[config.mk]
export PLATFORM = sky130hd
export DESIGN_NAME = apsp_out
export DESIGN_NICKNAME = d
export VERILOG_FILES = /design/src/rtl/apsp_pkg.sv /design/src/rtl/apsp_out.sv
export SDC_FILE = /design/constraint.sdc
export NUM_CORES = 1
export LEC_CHECK = 0
export BUFFER_PORTS_ARGS = -buffer_cell sky130_fd_sc_hd__buf_2
export CAP_MARGIN = 20
export CORE_UTILIZATION = 37
export CTS_BUF_LIST = sky130_fd_sc_hd__clkbuf_8
export DETAILED_ROUTE_END_ITERATION = 6
export GPL_ROUTABILITY_DRIVEN = 0
export PLACE_DENSITY = 0.82
export SLEW_MARGIN = 20
export SYNTH_ARGS = -nofsm -noshare
export SYNTH_HDL_FRONTEND = slang
export SYNTH_SLANG_ARGS = --single-unit
[constraint.sdc]
create_clock -name clk -period 0.8 [get_ports clk]
set_clock_uncertainty 0.05 [all_clocks]
set_input_delay 0.08 -clock clk [delete_from_list [all_inputs] [get_ports clk]]
set_output_delay 0.08 -clock clk [all_outputs]
set_load 0.01 [all_outputs]
[src/rtl/apsp_pkg.sv]
package apsp_pkg;

    // vertices in use at most, and weight bits taken from an edge load
    localparam int NODES     = 64;
    localparam int COST_BITS = 16;

    // node fields are 6 bits wide, so the matrix always has 64 x 64 slots
    localparam int NODE_W     = 6;
    localparam int CNT_W      = NODE_W + 1;
    localparam int NODE_SLOTS = 1 << NODE_W;
    localparam int ADDR_W     = 2 * NODE_W;
    localparam int MAT_DEPTH  = NODE_SLOTS * NODE_SLOTS;
    localparam int CLR_W      = ADDR_W + 1;

    localparam int DIST_W   = 24;
    localparam int HOP_W    = 7;
    localparam int ENTRY_W  = HOP_W + DIST_W;
    localparam int EDGE_W   = 16;

    localparam logic [DIST_W-1:0] DIST_INF  = 24'hFFFFFF;
    localparam logic [DIST_W-1:0] DIST_MAX  = 24'hFFFFFE;
    localparam logic [HOP_W-1:0]  HOP_EMPTY = 7'd64;
    localparam logic [CNT_W-1:0]  MAX_PATH  = 7'd64;
    localparam logic [CNT_W-1:0]  NODES_CNT = CNT_W'(NODES);
    localparam logic [CNT_W-1:0]  NODE_COUNT_RESET = 7'd64;
    localparam logic [CLR_W-1:0]  CLR_LAST  = CLR_W'(MAT_DEPTH - 1);

    localparam logic [EDGE_W-1:0] COST_MASK =
        (COST_BITS >= EDGE_W) ? {EDGE_W{1'b1}} : EDGE_W'((64'd1 << COST_BITS) - 64'd1);

    typedef enum logic [1:0] {
        OP_CLEAR   = 2'd0,
        OP_LOAD    = 2'd1,
        OP_COMPUTE = 2'd2,
        OP_QUERY   = 2'd3
    } op_t;

    typedef enum logic [3:0] {
        ST_CLEAR,
        ST_IDLE,
        ST_C_IK,
        ST_C_IKW,
        ST_C_KJ,
        ST_C_IJ,
        ST_C_UPD,
        ST_Q_START,
        ST_Q_DIST,
        ST_Q1_RD,
        ST_Q1_CHK,
        ST_Q_ONE,
        ST_Q2_EMIT,
        ST_Q2_RD,
        ST_Q2_NXT
    } state_t;

    typedef struct packed {
        logic [NODE_W-1:0] node;
        logic [DIST_W-1:0] cost;
        logic              no_path;
        logic              last;
    } result_t;

endpackage

[src/rtl/apsp_out.sv]
module apsp_out (
    input  logic                        clk,
    input  logic                        rst_n,
    input  logic                        emit_valid,
    input  apsp_pkg::result_t           emit,
    output logic                        slot_free,
    output logic                        out_valid,
    input  logic                        out_ready,
    output logic [apsp_pkg::NODE_W-1:0] path_node,
    output logic [apsp_pkg::DIST_W-1:0] path_cost,
    output logic                        no_path,
    output logic                        last
);

    import apsp_pkg::*;

    logic    valid_reg, valid_next;
    result_t res_reg, res_next;

    assign slot_free = !valid_reg || out_ready;

    always_comb
    begin
        valid_next = valid_reg;
        res_next   = res_reg;
        if (emit_valid)
        begin
            valid_next = 1'b1;
            res_next   = emit;
        end
        else if (out_ready)
        begin
            valid_next = 1'b0;
        end
    end

    always_ff @(posedge clk or negedge rst_n)
    begin
        if (!rst_n)
        begin
            valid_reg <= 1'b0;
        end
        else
        begin
            valid_reg <= valid_next;
        end
    end

    always_ff @(posedge clk)
    begin
        res_reg <= res_next;
    end

    assign out_valid = valid_reg;
    assign path_node = res_reg.node;
    assign path_cost = res_reg.cost;
    assign no_path   = res_reg.no_path;
    assign last      = res_reg.last;

endmodule

==> summary.txt <==
Status
  • Status: finished, violations left
  • Failing checks: setup timing

Routing
  • 1st-pass router iterations: 2
  • Detail Route Antenna Nets: 0
  • DR vias/cell: 4.29
  • Drt drc: 0
  • Metal-1 WL: 967 um
  • DRT iter0 DRCs: 10
  • Drt total wl: 2470 um
  • Metal3 WL: 249 um
  • DR WL/cell: 13.9 um
  • Top sig layer: met4
  • WL met2: 1210 um
  • Vias: 763

Logic synthesis
  • Yosys warns: 0
  • Avg Cell Area, Syn: 28.8 um2
  • Post-Syn Instances: 35
  • Syn_nets: 71
  • Netlist cell types: 4
  • Sequential cell area fraction in the yosys report: 97.8%
  • Yosys reg bits: 33
  • Mapped cell area: 1010 um2

Placed design
  • Dpl cells: 136
  • Placed cell area: 1430 um2
  • Port bufs: 69
  • Place WS: 65.4 ps

Layout
  • Commonest non-fill, non-tap cell in the layout: buf_2
  • Net count, final: 183
  • Area growth syn-to-layout: 84.1%
  • Final core utilization: 73.6%
  • Share of cells above drive strength 1: 54.1%
  • Ant. Diodes: 0
  • Most frequent cells in the layout: buf_2, dlygate4sd3_1, edfxtp_1
  • Final Instance Area: 1860 um2
  • Layout Cells excl Fill: 178

Critical path
  • Critical-path cell list: nand2b_4, buf_6
  • Crit path kind: reg -> out
  • Largest stage delay on the critical path: 410 ps
  • CP max-delay cell: dfrtp_1
  • Crit path DAT: 870 ps
  • Setup crit start kind: flop
  • WP data required: 670 ps
  • Top fanout value on the critical path: 2
  • CP endpoint kind: primary output

Clock tree
  • Clock transition at path regs: 60 ps
  • Clock insertion delay at the later pin of the skew report: 270 ps
  • CTS tree: done
  • H-tree depth: 2
  • CTS max path bufs: 2
  • Total clock sinks: 33
  • Clk root buf: clkbuf_8
  • Cts bufs inserted: 5

Timing
  • Final worst slack: -202 ps
  • Fmax: 998 MHz
  • Worst hold margin: 63.5 ps
  • Setup TNS after final layout: -4010 ps
  • Final hold vios: 0
  • Least-Margin Pin Slew: 130 ps
  • Final period utilization: 125%
  • Final worst path period need: 1000 ps
  • Pins Over Slew Limit: 0
  • RSZ-0062 raised after global routing: yes
  • Final setup violation count: 35
  • Worst relative slew slack: 91.3%

Power and ir drop
  • P_leak: 0.813 nW
  • Maximum vdd drop: 1.75 mV
  • Total power: 3.71 mW
  • Pwr/cell area: 2000 nW/um2

Die
  • Starting density of the core: 40.0%
  • Die Wd: 54.2 um
  • I/O pin cnt: 70
  • Core Box Area: 2520 um2
  • Site row count: 18
  • DIE AREA: 2940 um2
  • Die Span Y: 54.2 um

Global routing
  • Largest net degree at the start of global routing: 19
  • Vias in the first global route: 760
  • Global route total overflow: 0
  • Initial antenna violation count: 0
  • First-pass GRT wire length: 3420 um
  • GRT Overall Usage: 18.4%

Hold path
  • HP Class: in -> async

Flow run
  • Max-cap violations: 0
-- per-layer routing --
layer | track usage (%) | vias to the layer above
met4 | 9.83 | 0
met2 | 29.1 | 50
li1 | - | 361
met3 | 8.47 | 5
met1 | 20.7 | 347
met5 | 0 | -
-- timing repair --
action / 4_1_cts / 5_1_grt
endpoints found under the setup margin: 34 / 35
resized for setup: 1 / 0
buffers inserted: 1 / 0
cloned: 0 / 0
hold buffers: 33 / 0
hold endpoints to repair: 33 / 0
-- registers in the layout (all words and copies together), names as in the netlist --
register / flops
path_cost: 24
path_node: 6
last: 1
no_path: 1
out_valid: 1
-- cell usage after synthesis --
master | instances | area, um2
nand2b_4 | 1 | 13.8
dfrtp_1 | 1 | 25.0
nand2b_2 | 1 | 8.76
edfxtp_1 | 32 | 961
-- worst max-delay path: cells and delay by family (launching register included) --
family	cells	cell delay, ps
DFF	1	410
buffers and inverters	1	100
and+or+nand+nor	1	90
-- kinds of logic (layout without fill, tap and decap cells) --
logic type	count (synthesis)	after routing	share of synthesized area, %
buffers and inverters	0	113	0
flip-flops	33	33	97.8
AND/OR/NAND/NOR	2	2	2.23
-- worst paths after layout --
check	endpoint	cells past startpoint	slack [ps]	startpoint
min in group clk	out_valid	4	120	out_ready
hold reg to reg	out_valid	3	620	out_valid
setup / recovery	slot_free	2	-200	out_valid
hold / removal	out_valid	2	60	rst_n
setup reg to reg	out_valid	3	0	out_valid
max in group asynchronous	out_valid	2	550	rst_n
-- report_power, final --
group	switching [mW]	internal, mW
clock	0.551	0.584
sequential	0.0353	2.05
combinational	0.209	0.286
-- final cells by class --
class                      count  area [um2]
clock inverter                 3        12.5
timing repair buffer         105         729
multi-input combinational      2        22.5
tap                           30        37.5
clock buffer                   5        68.8
fill                         162         666
sequential                    33         986
No activity file was read; power rests on OpenSTA's default activity.
